$ cat src/design/wfa_pkg.sv
// Shared types and constants for the water-filling token allocator.
// Holds the slot record carried along the cell chain and the register indexes.
// Depends on nothing; every other design file imports it.
package wfa_pkg;

    // Data widths fixed by the block's interface.
    localparam int DATA_W      = 16;
    localparam int COUNT_W     = 5;
    localparam int IDX_OUT_W   = 4;
    localparam int CFG_IDX_W   = 2;

    // Default number of slot cells.
    localparam int NUM_SLOTS_DEF = 16;

    // Configuration register indexes.
    localparam logic [CFG_IDX_W-1:0] CFG_BATCH_CAPACITY = 2'd0;
    localparam logic [CFG_IDX_W-1:0] CFG_MAX_CHUNK      = 2'd1;

    // Configuration reset values.
    localparam logic [DATA_W-1:0] BATCH_CAPACITY_RST = 16'd2048;
    localparam logic [DATA_W-1:0] MAX_CHUNK_RST      = 16'd512;

    // One loaded slot as it travels around the ring of cells.
    typedef struct packed {
        logic              valid;
        logic              active;
        logic              prefill;
        logic              served;
        logic [DATA_W-1:0] want;
        logic [DATA_W-1:0] grant;
    } t_slot_rec;

endpackage

$ cat src/design/wfa_cell.sv
// One storage cell of the slot ring: holds a single slot record.
// On every shift it takes the record of its upstream neighbor.
// Depends on wfa_pkg for the record type.
module wfa_cell (
    input  logic              i_clk,
    input  logic              i_rst_n,
    input  logic              i_shift,
    input  wfa_pkg::t_slot_rec i_rec,
    output wfa_pkg::t_slot_rec o_rec
);
    import wfa_pkg::*;

    logic      r_valid;
    t_slot_rec r_rec;

    // The valid flag is control state and is cleared by reset.
    always_ff @(posedge i_clk) begin
        if (!i_rst_n) begin
            r_valid <= 1'b0;
        end else if (i_shift) begin
            r_valid <= i_rec.valid;
        end
    end

    // The record payload only moves on a shift.
    always_ff @(posedge i_clk) begin
        if (i_shift) begin
            r_rec <= i_rec;
        end
    end

    // Present the stored record with its reset-safe valid flag.
    always_comb begin
        o_rec       = r_rec;
        o_rec.valid = r_valid;
    end

endmodule

$ cat src/design/wfa_div.sv
// Restoring divider that produces the per-round fair share.
// One quotient bit per cycle.
// Depends on wfa_pkg for the default data width.
module wfa_div #(
    parameter int DW = wfa_pkg::DATA_W,
    parameter int SW = wfa_pkg::COUNT_W
) (
    input  logic          i_clk,
    input  logic          i_rst_n,
    input  logic          i_start,
    input  logic [DW-1:0] i_dividend,
    input  logic [SW-1:0] i_divisor,
    output logic          o_done,
    output logic [DW-1:0] o_quot
);
    import wfa_pkg::*;

    localparam int CNW = $clog2(DW + 1);

    logic           r_busy;
    logic           r_done;
    logic [CNW-1:0] r_cnt;
    logic [SW-1:0]  r_rem;
    logic [DW-1:0]  r_q;
    logic [SW-1:0]  r_div;

    logic [SW:0]    w_trial;
    logic [SW:0]    w_diff;
    logic           w_ge;

    // Bring down the next dividend bit and try to subtract the divisor.
    always_comb begin
        w_trial = {r_rem, r_q[DW-1]};
        w_ge    = (w_trial >= {1'b0, r_div});
        w_diff  = w_trial - {1'b0, r_div};
    end

    // Iteration control and datapath registers.
    always_ff @(posedge i_clk) begin
        if (!i_rst_n) begin
            r_busy <= 1'b0;
            r_done <= 1'b0;
            r_cnt  <= '0;
        end else begin
            r_done <= 1'b0;
            if (i_start) begin
                r_busy <= 1'b1;
                r_cnt  <= CNW'(DW);
                r_rem  <= '0;
                r_q    <= i_dividend;
                r_div  <= i_divisor;
            end else if (r_busy) begin
                r_rem <= w_ge ? w_diff[SW-1:0] : w_trial[SW-1:0];
                r_q   <= {r_q[DW-2:0], w_ge};
                r_cnt <= r_cnt - CNW'(1);
                if (r_cnt == CNW'(1)) begin
                    r_busy <= 1'b0;
                    r_done <= 1'b1;
                end
            end
        end
    end

    assign o_done = r_done;
    assign o_quot = r_q;

endmodule

$ cat src/design/water_filling_token_allocator_core.sv
// Top level of the max-min fair water-filling token allocator.
// Instantiates the ring of wfa_cell slot cells and the wfa_div share divider.
// Depends on wfa_pkg for types, widths and register indexes.
//
//   Channel   Direction  Handshake                     Payload
//   -------   ---------  ----------------------------  --------------------------------------
//   slot in   in         start high, busy low          i_active, i_pending, i_prefilling,
//                                                      i_last_slot
//   config    in         i_cfg_valid and o_cfg_ready   i_cfg_index, i_cfg_data
//   result    out        o_result_valid, one cycle     o_slot_index ... o_last_result
//
// Slot items load one per cycle into the cell ring while busy is low. The item with
// last_slot set raises busy through a check state, R fair-share rounds (R at most
// the active count, zero for a starved run), an equal-share pass when a round serves
// no slot, and the output trip. Each round is a division (start, 16 quotient bits,
// handoff) plus one full trip of the ring. Results leave during the output trip, one
// per loaded slot in load order. Reset is synchronous and active low and restores the
// configuration defaults. The result receiver cannot stall; the config port is always
// ready; the user must write it only while busy is low, which the block does not enforce.
module water_filling_token_allocator_core #(
    parameter int NUM_SLOTS = wfa_pkg::NUM_SLOTS_DEF
) (
    input  logic                            i_clk,
    input  logic                            i_rst_n,
    // Slot item transaction.
    input  logic                            start,
    output logic                            busy,
    input  logic                            i_active,
    input  logic [wfa_pkg::DATA_W-1:0]      i_pending,
    input  logic                            i_prefilling,
    input  logic                            i_last_slot,
    // Configuration transaction.
    input  logic                            i_cfg_valid,
    output logic                            o_cfg_ready,
    input  logic [wfa_pkg::CFG_IDX_W-1:0]   i_cfg_index,
    input  logic [wfa_pkg::DATA_W-1:0]      i_cfg_data,
    // Result transaction.
    output logic                            o_result_valid,
    output logic [wfa_pkg::IDX_OUT_W-1:0]   o_slot_index,
    output logic [wfa_pkg::DATA_W-1:0]      o_grant,
    output logic [wfa_pkg::DATA_W-1:0]      o_total_tokens,
    output logic [wfa_pkg::DATA_W-1:0]      o_prefill_tokens,
    output logic [wfa_pkg::DATA_W-1:0]      o_decode_tokens,
    output logic [wfa_pkg::COUNT_W-1:0]     o_active_count,
    output logic [wfa_pkg::COUNT_W-1:0]     o_prefilling_count,
    output logic                            o_starved,
    output logic                            o_last_result
);
    import wfa_pkg::*;

    localparam int CW  = $clog2(NUM_SLOTS + 1);
    localparam int CXW = (CW > COUNT_W) ? CW : COUNT_W;

    typedef enum logic [2:0] {
        ST_IDLE,
        ST_CHECK,
        ST_DIV_START,
        ST_DIV_WAIT,
        ST_FIT,
        ST_FILL,
        ST_OUT
    } t_state;

    t_state            r_state;
    logic [DATA_W-1:0] r_cap;
    logic [DATA_W-1:0] r_max_chunk;
    logic [CW-1:0]     r_loaded;
    logic [CW-1:0]     r_nact;
    logic [CW-1:0]     r_npre;
    logic [CW-1:0]     r_unserved;
    logic [CW-1:0]     r_pos;
    logic [CXW-1:0]    r_idx;
    logic              r_any;
    logic              r_starved;
    logic [DATA_W-1:0] r_left;
    logic [DATA_W-1:0] r_share;
    logic [DATA_W-1:0] r_tot;
    logic [DATA_W-1:0] r_ptok;
    logic [DATA_W-1:0] r_dtok;

    logic                 r_out_valid;
    logic [IDX_OUT_W-1:0] r_out_index;
    logic [DATA_W-1:0]    r_out_grant;
    logic [DATA_W-1:0]    r_out_tot;
    logic [DATA_W-1:0]    r_out_ptok;
    logic [DATA_W-1:0]    r_out_dtok;
    logic [COUNT_W-1:0]   r_out_nact;
    logic [COUNT_W-1:0]   r_out_npre;
    logic                 r_out_starved;
    logic                 r_out_last;

    t_slot_rec         w_ring [NUM_SLOTS];
    t_slot_rec         w_ring_in;
    t_slot_rec         w_new;
    t_slot_rec         w_back;
    t_slot_rec         w_tail;
    logic              w_accept;
    logic              w_load;
    logic              w_pass;
    logic              w_shift;
    logic              w_pass_end;
    logic              w_fit_hit;
    logic              w_fill_hit;
    logic              w_hit;
    logic [DATA_W-1:0] w_take;
    logic [CW-1:0]     w_unserved_nx;
    logic              w_any_nx;
    logic              w_starve;
    logic              w_div_start;
    logic              w_div_done;
    logic [DATA_W-1:0] w_quot;
    logic [CXW-1:0]    w_nact_x;
    logic [CXW-1:0]    w_npre_x;
    logic [CXW-1:0]    w_idx_nx;

    // Configuration registers; user must write only while the block is idle (unenforced).
    always_ff @(posedge i_clk) begin
        if (!i_rst_n) begin
            r_cap       <= BATCH_CAPACITY_RST;
            r_max_chunk <= MAX_CHUNK_RST;
        end else if (i_cfg_valid) begin
            case (i_cfg_index)
                CFG_BATCH_CAPACITY: r_cap       <= i_cfg_data;
                CFG_MAX_CHUNK:      r_max_chunk <= i_cfg_data;
                default:            ;
            endcase
        end
    end

    assign o_cfg_ready = 1'b1;

    // Handshake and ring movement.
    assign busy     = (r_state != ST_IDLE);
    assign w_accept = start && !busy;
    assign w_load   = w_accept && (r_loaded < CW'(NUM_SLOTS));
    assign w_pass   = (r_state == ST_FIT) || (r_state == ST_FILL) || (r_state == ST_OUT);
    assign w_shift  = w_load || w_pass;
    assign w_pass_end = w_pass && (r_pos == CW'(NUM_SLOTS - 1));
    assign w_tail   = w_ring[NUM_SLOTS-1];

    // New slot record: an inactive slot counts as served from the start.
    always_comb begin
        w_new.valid   = 1'b1;
        w_new.active  = i_active;
        w_new.prefill = i_prefilling;
        w_new.served  = !i_active;
        w_new.want    = (i_pending < r_max_chunk) ? i_pending : r_max_chunk;
        w_new.grant   = '0;
    end

    // Round decision for the record leaving the tail of the ring.
    assign w_fit_hit  = (r_state == ST_FIT) && w_tail.valid && !w_tail.served &&
                        (w_tail.want <= r_share);
    assign w_fill_hit = (r_state == ST_FILL) && w_tail.valid && !w_tail.served;
    assign w_hit      = w_fit_hit || w_fill_hit;
    assign w_take     = w_fit_hit ? w_tail.want : r_share;
    assign w_unserved_nx = w_fit_hit ? (r_unserved - CW'(1)) : r_unserved;
    assign w_any_nx      = r_any || w_fit_hit;

    // Record written back into the head cell; the output trip retires it.
    always_comb begin
        w_back = w_tail;
        if (w_hit) begin
            w_back.grant  = w_take;
            w_back.served = 1'b1;
        end
        if (r_state == ST_OUT) begin
            w_back.valid = 1'b0;
        end
    end

    assign w_ring_in = (r_state == ST_IDLE) ? w_new : w_back;

    // Ring of slot cells, each fed by its upstream neighbor.
    for (genvar g = 0; g < NUM_SLOTS; g++) begin : g_cell
        if (g == 0) begin : g_head
            wfa_cell u_cell (
                .i_clk   (i_clk),
                .i_rst_n (i_rst_n),
                .i_shift (w_shift),
                .i_rec   (w_ring_in),
                .o_rec   (w_ring[g])
            );
        end else begin : g_body
            wfa_cell u_cell (
                .i_clk   (i_clk),
                .i_rst_n (i_rst_n),
                .i_shift (w_shift),
                .i_rec   (w_ring[g-1]),
                .o_rec   (w_ring[g])
            );
        end
    end

    // Share divider: tokens left over the slots still unserved.
    assign w_div_start = (r_state == ST_DIV_START);

    wfa_div #(
        .DW (DATA_W),
        .SW (CW)
    ) u_div (
        .i_clk      (i_clk),
        .i_rst_n    (i_rst_n),
        .i_start    (w_div_start),
        .i_dividend (r_left),
        .i_divisor  (r_unserved),
        .o_done     (w_div_done),
        .o_quot     (w_quot)
    );

    // Starvation check and result field widths.
    assign w_starve = (r_nact == '0) || (r_cap < DATA_W'(r_nact));
    assign w_nact_x = CXW'(r_nact);
    assign w_npre_x = CXW'(r_npre);
    assign w_idx_nx = r_idx + CXW'(1);

    // Sequencer: loading, rounds of fit passes, the equal-share pass and the output trip.
    always_ff @(posedge i_clk) begin
        if (!i_rst_n) begin
            r_state     <= ST_IDLE;
            r_loaded    <= '0;
            r_nact      <= '0;
            r_npre      <= '0;
            r_unserved  <= '0;
            r_pos       <= '0;
            r_idx       <= '0;
            r_any       <= 1'b0;
            r_starved   <= 1'b0;
            r_tot       <= '0;
            r_ptok      <= '0;
            r_dtok      <= '0;
            r_out_valid <= 1'b0;
        end else begin
            r_out_valid <= 1'b0;
            case (r_state)
                ST_IDLE: begin
                    if (w_load) begin
                        r_loaded <= r_loaded + CW'(1);
                        if (i_active) begin
                            r_nact <= r_nact + CW'(1);
                        end
                        if (i_active && i_prefilling) begin
                            r_npre <= r_npre + CW'(1);
                        end
                    end
                    if (w_accept && i_last_slot) begin
                        r_state <= ST_CHECK;
                    end
                end
                ST_CHECK: begin
                    r_starved  <= w_starve;
                    r_left     <= r_cap;
                    r_unserved <= w_starve ? '0 : r_nact;
                    r_pos      <= '0;
                    r_idx      <= '0;
                    r_state    <= w_starve ? ST_OUT : ST_DIV_START;
                end
                ST_DIV_START: begin
                    r_state <= ST_DIV_WAIT;
                end
                ST_DIV_WAIT: begin
                    if (w_div_done) begin
                        r_share <= w_quot;
                        r_any   <= 1'b0;
                        r_pos   <= '0;
                        r_state <= ST_FIT;
                    end
                end
                ST_FIT: begin
                    r_pos      <= r_pos + CW'(1);
                    r_unserved <= w_unserved_nx;
                    r_any      <= w_any_nx;
                    if (w_fit_hit) begin
                        r_left <= r_left - w_take;
                        r_tot  <= r_tot + w_take;
                        if (w_tail.prefill) begin
                            r_ptok <= r_ptok + w_take;
                        end else begin
                            r_dtok <= r_dtok + w_take;
                        end
                    end
                    if (w_pass_end) begin
                        r_pos <= '0;
                        if (w_unserved_nx == '0) begin
                            r_state <= ST_OUT;
                        end else if (!w_any_nx) begin
                            r_state <= ST_FILL;
                        end else begin
                            r_state <= ST_DIV_START;
                        end
                    end
                end
                ST_FILL: begin
                    r_pos <= r_pos + CW'(1);
                    if (w_fill_hit) begin
                        r_tot <= r_tot + w_take;
                        if (w_tail.prefill) begin
                            r_ptok <= r_ptok + w_take;
                        end else begin
                            r_dtok <= r_dtok + w_take;
                        end
                    end
                    if (w_pass_end) begin
                        r_pos      <= '0;
                        r_unserved <= '0;
                        r_state    <= ST_OUT;
                    end
                end
                ST_OUT: begin
                    r_pos <= r_pos + CW'(1);
                    if (w_tail.valid) begin
                        r_out_valid   <= 1'b1;
                        r_out_index   <= r_idx[IDX_OUT_W-1:0];
                        r_out_grant   <= w_tail.grant;
                        r_out_tot     <= r_tot;
                        r_out_ptok    <= r_ptok;
                        r_out_dtok    <= r_dtok;
                        r_out_nact    <= w_nact_x[COUNT_W-1:0];
                        r_out_npre    <= w_npre_x[COUNT_W-1:0];
                        r_out_starved <= r_starved;
                        r_out_last    <= (w_idx_nx == CXW'(r_loaded));
                        r_idx         <= w_idx_nx;
                    end
                    if (w_pass_end) begin
                        r_pos    <= '0;
                        r_loaded <= '0;
                        r_nact   <= '0;
                        r_npre   <= '0;
                        r_tot    <= '0;
                        r_ptok   <= '0;
                        r_dtok   <= '0;
                        r_state  <= ST_IDLE;
                    end
                end
                default: begin
                    r_state <= ST_IDLE;
                end
            endcase
        end
    end

    // Result ports.
    assign o_result_valid     = r_out_valid;
    assign o_slot_index       = r_out_index;
    assign o_grant            = r_out_grant;
    assign o_total_tokens     = r_out_tot;
    assign o_prefill_tokens   = r_out_ptok;
    assign o_decode_tokens    = r_out_dtok;
    assign o_active_count     = r_out_nact;
    assign o_prefilling_count = r_out_npre;
    assign o_starved          = r_out_starved;
    assign o_last_result      = r_out_last;

    // A result only comes out of the output trip of the ring.
    a_result_from_out: assert property (@(posedge i_clk) disable iff (!i_rst_n)
        o_result_valid |-> $past(r_state == ST_OUT))
        else $error("result strobe outside the output trip");

    // The divider only finishes while the sequencer waits for it.
    a_div_done_wait: assert property (@(posedge i_clk) disable iff (!i_rst_n)
        w_div_done |-> (r_state == ST_DIV_WAIT))
        else $error("divider finished outside the wait state");

    // Unserved slots never outnumber the active slots of the run.
    a_unserved_bound: assert property (@(posedge i_clk) disable iff (!i_rst_n)
        r_unserved <= r_nact)
        else $error("unserved count exceeds active count");

    // A fit pass that serves nobody leads to the equal-share pass.
    a_fit_to_fill: assert property (@(posedge i_clk) disable iff (!i_rst_n)
        (w_pass_end && (r_state == ST_FIT) && !w_any_nx) |=> (r_state == ST_FILL))
        else $error("stalled round did not move to the equal-share pass");

endmodule

$ cat config.mk
export PLATFORM = sky130hd
export DESIGN_NAME = water_filling_token_allocator_core
export DESIGN_NICKNAME = d
export VERILOG_FILES = /design/src/design/wfa_pkg.sv /design/src/design/wfa_cell.sv /design/src/design/wfa_div.sv /design/src/design/water_filling_token_allocator_core.sv
export SDC_FILE = /design/constraint.sdc
export NUM_CORES = 1
export LEC_CHECK = 0
export BUFFER_PORTS_ARGS = -buffer_cell sky130_fd_sc_hd__buf_2
export CAP_MARGIN = 25
export CORE_ASPECT_RATIO = 0.7
export CORE_UTILIZATION = 25
export DETAILED_ROUTE_END_ITERATION = 16
export PLACE_DENSITY = 0.39
export SETUP_SLACK_MARGIN = 0.5
export SYNTH_ARGS = -nofsm -noshare
export SYNTH_HDL_FRONTEND = slang
export SYNTH_SLANG_ARGS = --single-unit
$ cat constraint.sdc
create_clock -name i_clk -period 28.4 [get_ports i_clk]
set_clock_uncertainty 0.05 [all_clocks]
set_input_delay 1.42 -clock i_clk [delete_from_list [all_inputs] [get_ports i_clk]]
set_output_delay 1.42 -clock i_clk [all_outputs]
set_load 0.01 [all_outputs]
**Word-level counts from Yosys, hierarchy flattened**

Index checks and enable logic that the tools add are counted.

- Register bits after elaboration: 837
- Input port bits: 41
- Word-level logic and storage cells: 280

- Add/sub/neg operators: 12
- Magnitude comparators: 5
- Eq/ne operators: 21
- Mux-type cells: 59
- Bitwise operators: 2
- Reductions and logical operators: 52

Operators with widths:

| kind | number |
|---|---|
| $mux W16 | 15 |
| $pmux W16 S3 | 3 |
| $mux W5 | 15 |
| $add A16 B16 Y16 | 3 |
| $pmux W5 S2 | 4 |
| $mux W36 | 1 |
| $pmux W16 S2 | 1 |
| $pmux W5 S3 | 2 |
| $add A5 B1 Y5 const B | 5 |
| $mux W3 | 8 |
| $pmux W3 S7 | 1 |
| $reduce_and A2 Y1 | 9 |
| $le A16 B16 Y1 | 1 |
| $lt A16 B16 Y1 | 1 |
| $lt A16 B5 Y1 | 1 |
| $sub A16 B16 Y16 | 1 |
| $ne A2 B2 Y1 const B | 7 |
| $reduce_and A3 Y1 | 4 |
| $reduce_and A4 Y1 | 3 |
| $reduce_bool A3 Y1 | 4 |
| $logic_and A1 B1 Y1 | 10 |
| $logic_not A5 Y1 | 2 |
| $reduce_bool A2 Y1 | 5 |
| $sub A5 B1 Y5 const B | 2 |
| 21 further kinds | 43 |

**Depth between registers and ports, before layout**

- Word-level depth: 9
- Gate-level depth with buffers: 20
- Depth with buffers taken out: 19

**By module**

Synthesis repeated with hierarchy kept, for this count alone.

- Cell total of the unflattened synthesis: 2072
- Area total of the unflattened synthesis: 31675.4 µm²

By module, submodules not included:

| module | instances | cells each | area each (µm²) | sequential area each (µm²) |
|---|---|---|---|---|
| wfa_cell | 16 | 39 | 1094.8 | 1071.0 |
| water_filling_token_allocator_core | 1 | 1331 | 12568.3 | 5685.5 |
| wfa_div | 1 | 117 | 1590.3 | 920.9 |

**Worst setup path after synthesis**

OpenSTA, ideal clock, no wires.

- Path kind: in2reg
- Start: in start
- End: reg g_cell[0].g_head.u_cell.r_rec (netlist bit g_cell[0].g_head.u_cell.o_rec[0]) (enable)
- Library setup time: 1119 ps
- Arrival: 16776 ps
- Slack: 10454 ps
- Stages on the path: 4
- Buffers on the path: 1
- Cell sequence: nor2b_1 a21oi_1 clkinv_1 clkbuf_1

- Longest elaborated chain between the ends: 3

RTL lines:

| element | RTL line | source |
|---|---|---|
| from (decl) | water_filling_token_allocator_core.sv:26 | `input logic start,` |
| $logic_and A1 B1 Y1 | water_filling_token_allocator_core.sv:134 | `assign w_accept = start && !busy;` |
| $logic_and A1 B1 Y1 | water_filling_token_allocator_core.sv:135 | `assign w_load = w_accept && (r_loaded < CW'(NUM_SLOTS));` |
| $logic_or A1 B1 Y1 | water_filling_token_allocator_core.sv:137 | `assign w_shift = w_load \|\| w_pass;` |
| net g_cell[0].g_head.u_cell.i_shift | wfa_cell.sv:7 | `input logic i_shift,` |
| to (signal assigned) | wfa_cell.sv:28 | `r_rec <= i_rec;` |
| to (decl) | wfa_cell.sv:14 | `t_slot_rec r_rec;` |

The timed path passes the listed nets, and every way through them passes these cells.
A chain may end at the register's enable or synchronous reset.

**Worst setup path after layout**

- Start: reg r_state[2]
- End: reg r_ptok[15]

- Longest elaborated chain between the ends: 9
- Elaborated cells between the ends (all ways): 22
- Classes of those cells: add/sub: 1; eq/ne: 6; mux: 5; reduce/logical: 10

RTL lines:

| element | RTL line | source |
|---|---|---|
| from (decl) | water_filling_token_allocator_core.sv:64 | `t_state r_state;` |
| from (signal assigned) | water_filling_token_allocator_core.sv:256 | `r_state <= w_starve ? ST_OUT : ST_DIV_START;` |
| $eq A3 B3 Y1 | water_filling_token_allocator_core.sv:136, water_filling_token_allocator_core.sv:152, water_filling_token_allocator_core.sv:235 |  |
| $logic_and A1 B1 Y1 (3 in a row) | water_filling_token_allocator_core.sv:152 | `assign w_fit_hit = (r_state == ST_FIT) && w_tail.valid && !w_tail.served &&` |
| $mux W16 | water_filling_token_allocator_core.sv:156 | `assign w_take = w_fit_hit ? w_tail.want : r_share;` |
| $add A16 B16 Y16 | water_filling_token_allocator_core.sv:277, water_filling_token_allocator_core.sv:298 |  |
| $mux W16 | water_filling_token_allocator_core.sv:276, water_filling_token_allocator_core.sv:297 |  |
| $mux W16 (on tied branches) | water_filling_token_allocator_core.sv:295, water_filling_token_allocator_core.sv:273 |  |
| $pmux W16 S3 | water_filling_token_allocator_core.sv:235 | `case (r_state)` |
| to (signal assigned) | water_filling_token_allocator_core.sv:277 | `r_ptok <= r_ptok + w_take;` |
| to (signal assigned) | water_filling_token_allocator_core.sv:298 | `r_ptok <= r_ptok + w_take;` |
| to (decl) | water_filling_token_allocator_core.sv:78 | `logic [DATA_W-1:0] r_ptok;` |

Parallel ways exist; a longest one is shown, timed or not. The select of a mux whose other input is x is not followed.

==> impl_metrics.py <==
metrics = {
    "detailed_routing": {
        "drtAntennaViolNets": 0,
        "vias": 17800,
        "wl_per_cell_um": 18.5,
        "drt_wl_total_um": 75100,
        "route.detailed.drc": 0,
        "firstDrtPassIters": 5,
        "drt_iter0_markers": 1399,
        "via_per_inst": 4.40,
    },
    "clock_tree": {
        "cts_tree": "done",
        "clkLatencyLatePin_ps": 690,
        "clk_path_buf_depth": 3,
        "clkTransAtPathRegs_ps": 70,
        "cts_setup_buffers": 0,
        "ctsRootBufferMaster": "clkbuf_16",
        "cts_hold_buf": 0,
        "clock_sinks": 821,
        "cts_resized": 0,
        "numCtsBuffers": 82,
        "cts_max_level": 3,
    },
    "die": {
        "fp.dieH_um": 298,
        "die_w_um": 425,
        "placementRows": 108,
        "io_pins": 124,
        "core-area_um2": 124000,
        "die-area_um2": 127000,
        "start_util_pct": 25.2,
    },
    "final_layout": {
        "stdcell_count": 4052,
        "fillers": 12400,
        "syn2layout_area_growth_pct": 17.9,
        "seq_area_um2": 23300,
        "multiInputGateArea_um2": 7500,
        "final_util_pct": 29.8,
        "num-nets-final": 2491,
        "drive_gt1_share_pct": 13.0,
    },
    "placement": {
        "dp.cells": 3891,
        "place_congestion": 0.850,
        "io_buffers": 122,
        "place_hpwl_um": 51100,
    },
    "timing": {
        "fin_tns_setup_ps": 0,
        "slew_headroom_pct": 33.2,
        "worst_slew_pin_slew_ps": 1000,
        "rsz0062_at_grt": "no",
        "final_max_slew_viol_count": 0,
        "fin_crit_sh_pct": 21.9,
        "hold_slack_ps": 349,
        "hold_viol_final": 0,
        "clock.fmax_mhz": 160,
        "min_period_ps": 6230,
        "setup_viol": 0,
    },
    "setup_path": {
        "crit_path_start": "r_state[2]",
        "r2r_cells": 18,
        "critPathMaxFanout": 36,
        "cp_data_required_time_ps": 28920,
        "arrival_ps": 6750,
        "r2r_end": "r_ptok[15]",
        "cp-endpoint": "r_ptok[15]",
        "cp_cell_sequence": "or3b_1, buf_4, nor2_4, nand2_1, or3_1, nand2_1, buf_4, mux2i_1, inv_1, ha_1, a211oi_1, o21ai_0, a221oi_1, a211oi_1, o31ai_1, a21boi_1, o2111a_1, a311o_1",
        "crit_slowest_cell": "dfxtp_1",
        "cpPeakStageDelay_ps": 820,
        "reg2reg_slack_ps": 22170,
        "start_kind": "flop",
        "r2r_start": "r_state[2]",
        "crit_type": "flop to flop",
        "endpoint_kind": "flop",
    },
    "logic_synthesis": {
        "ys.warnings.count": 0,
        "synthAdderAreaFrac_pct": 4.91,
        "synth-main-ff-cell": "edfxtp_1",
        "synthMostInstantiatedCell": "edfxtp_1",
        "syn_inst": 2159,
        "muxShareOfSynthArea_pct": 0.615,
        "synth_top_cell_area_share_pct": 65.3,
        "synth_top_cell_by_area": "edfxtp_1",
        "synth_area_leaders": "edfxtp_1 (65%), dfxtp_1 (8.9%), ha_1 (4.6%), nand2_1 (3.1%), a21oi_1 (2.5%)",
        "yosysSeqAreaShare_pct": 74.2,
        "yosys.area_share.simple_pct": 8.41,
        "avgSynthCellArea_um2": 14.5,
        "synth_top_family_by_area": "simple AND/OR/NAND/NOR gates",
        "synth_nets": 2320,
        "async_flop_share_pct": 0,
        "synth_xor_area_share_pct": 1.76,
        "synth_edf_count": 682,
        "synth_compound_area_share_pct": 8.04,
        "netlist_area_um2": 31300,
        "synth-seq-cells": 821,
        "synth_cell_types": 80,
        "synthTopCellsByCount": "edfxtp_1 (682), nand2_1 (257), a21oi_1 (154)",
    },
    "global_routing": {
        "grt_usage_pct": 11.8,
        "grt_pass1_wl_um": 111000,
        "overflow": 0,
        "antenna_found_initial": 6,
        "grt_max_degree": 164,
        "grt_pass1_vias": 17100,
    },
    "pwr": {
        "power_per_cell_area_nw_per_um2": 101,
        "vdd_drop_max_mv": 0.0744,
        "p_leak_nw": 13.0,
        "power.total_mw": 3.72,
    },
    "run_status": {
        "status": "complete, no violations",
    },
    "worst_hold_path": {
        "min_path_type": "flop to flop",
    },
    "run": {
        "drv_cap": 0,
    },
}
==> where the power goes <==
part	switching (mW)	internal [mW]
clock network	0.480	0.658
logic	0.359	0.113
registers	0.162	1.95
total	1.00	2.72
==> worst min-delay path by stage <==
stage / start / end / slack, ps / cells after the start
5_1_grt: g_cell[0].g_head.u_cell.o_rec[4] / g_cell[1].g_body.u_cell.o_rec[4] / 350 / 0
4_1_cts: g_cell[13].g_body.u_cell.o_rec[32] / g_cell[14].g_body.u_cell.o_rec[32] / 350 / 0
2_1_floorplan: g_cell[9].g_body.u_cell.o_rec[0] / g_cell[10].g_body.u_cell.o_rec[0] / 350 / 0
3_5_place_dp: g_cell[10].g_body.u_cell.o_rec[30] / g_cell[11].g_body.u_cell.o_rec[30] / 350 / 0
6_report: g_cell[3].g_body.u_cell.o_rec[32] / g_cell[4].g_body.u_cell.o_rec[32] / 350 / 0
3_3_place_gp: g_cell[6].g_body.u_cell.o_rec[19] / g_cell[7].g_body.u_cell.o_rec[19] / 350 / 0
==> layout by cell type, fill, tap and decap left out, drive strengths merged, types with 34 or more instances in the layout <==
master / instances
a211oi: 43
o21ai: 61
nand3: 52
xor2: 34
nand2: 257
edfxtp: 682
ha: 115
nor2: 117
buf: 158
clkinv: 35
dfxtp: 139
a21oi: 154
inv: 93
clkbuf: 101
==> critical path: cells and delay by family, from the launching register on <==
| family | cells | cell delay (ps) |
|---|---|---|
| AO/OA/AOI/OAI | 8 | 2310 |
| adder cells (fa/ha/maj) | 1 | 270 |
| buffers and inverters | 3 | 820 |
| flip-flops | 1 | 820 |
| multiplexers | 1 | 520 |
| AND/OR/NAND/NOR | 5 | 1320 |
==> final cells by class <==
cell class                 instances  share of cell area (%)
clock inverter                    52                    1.76
multi-input combinational       1176                    20.3
inverter                          91                   0.948
antenna                            3                  0.0203
tap                             1650                    5.59
timing repair buffer             158                    2.58
sequential                       821                    63.0
clock buffer                     101                    5.86
==> sequential cells by signal, indices dropped and copies added, names as in the netlist, 15 cells and up <==
name and count:
o_prefill_tokens 16, o_total_tokens 16, o_grant 16, u_div.o_quot 16, r_cap 16, g_cell.g_head.u_cell.o_rec 34, r_left 16, r_dtok 16
r_max_chunk 16, r_tot 16, g_cell.g_body.u_cell.o_rec 510, r_share 16, g_cell.g_body.u_cell.r_valid 15, o_decode_tokens 16, r_ptok 16
==> cell families (layout without fill, tap and decap cells) <==
kind of cell	count (synthesis)	after routing
adders and majority gates	120	120
xor gates and xnor gates	63	63
AOI/OAI and AO/OA	396	396
other	1	4
and+or+nand+nor	577	577
buffers and inverters	162	402
muxes	19	19
DFF	821	821
==> through the flow <==
step	area, um2	worst slack [ps]
after CTS	36900	21990
after detailed placement	34000	22000
after global placement	34000	22160
after floorplan	31300	10450
after global routing	36900	21700
final	36900	22170
==> layer usage <==
layer,wire length [um],track usage (%)
met2,29700,15.5
met1,39900,18.7
met5,13,0
met4,1580,3.43
met3,3990,2.55
No activity file was read; power rests on OpenSTA's default activity.
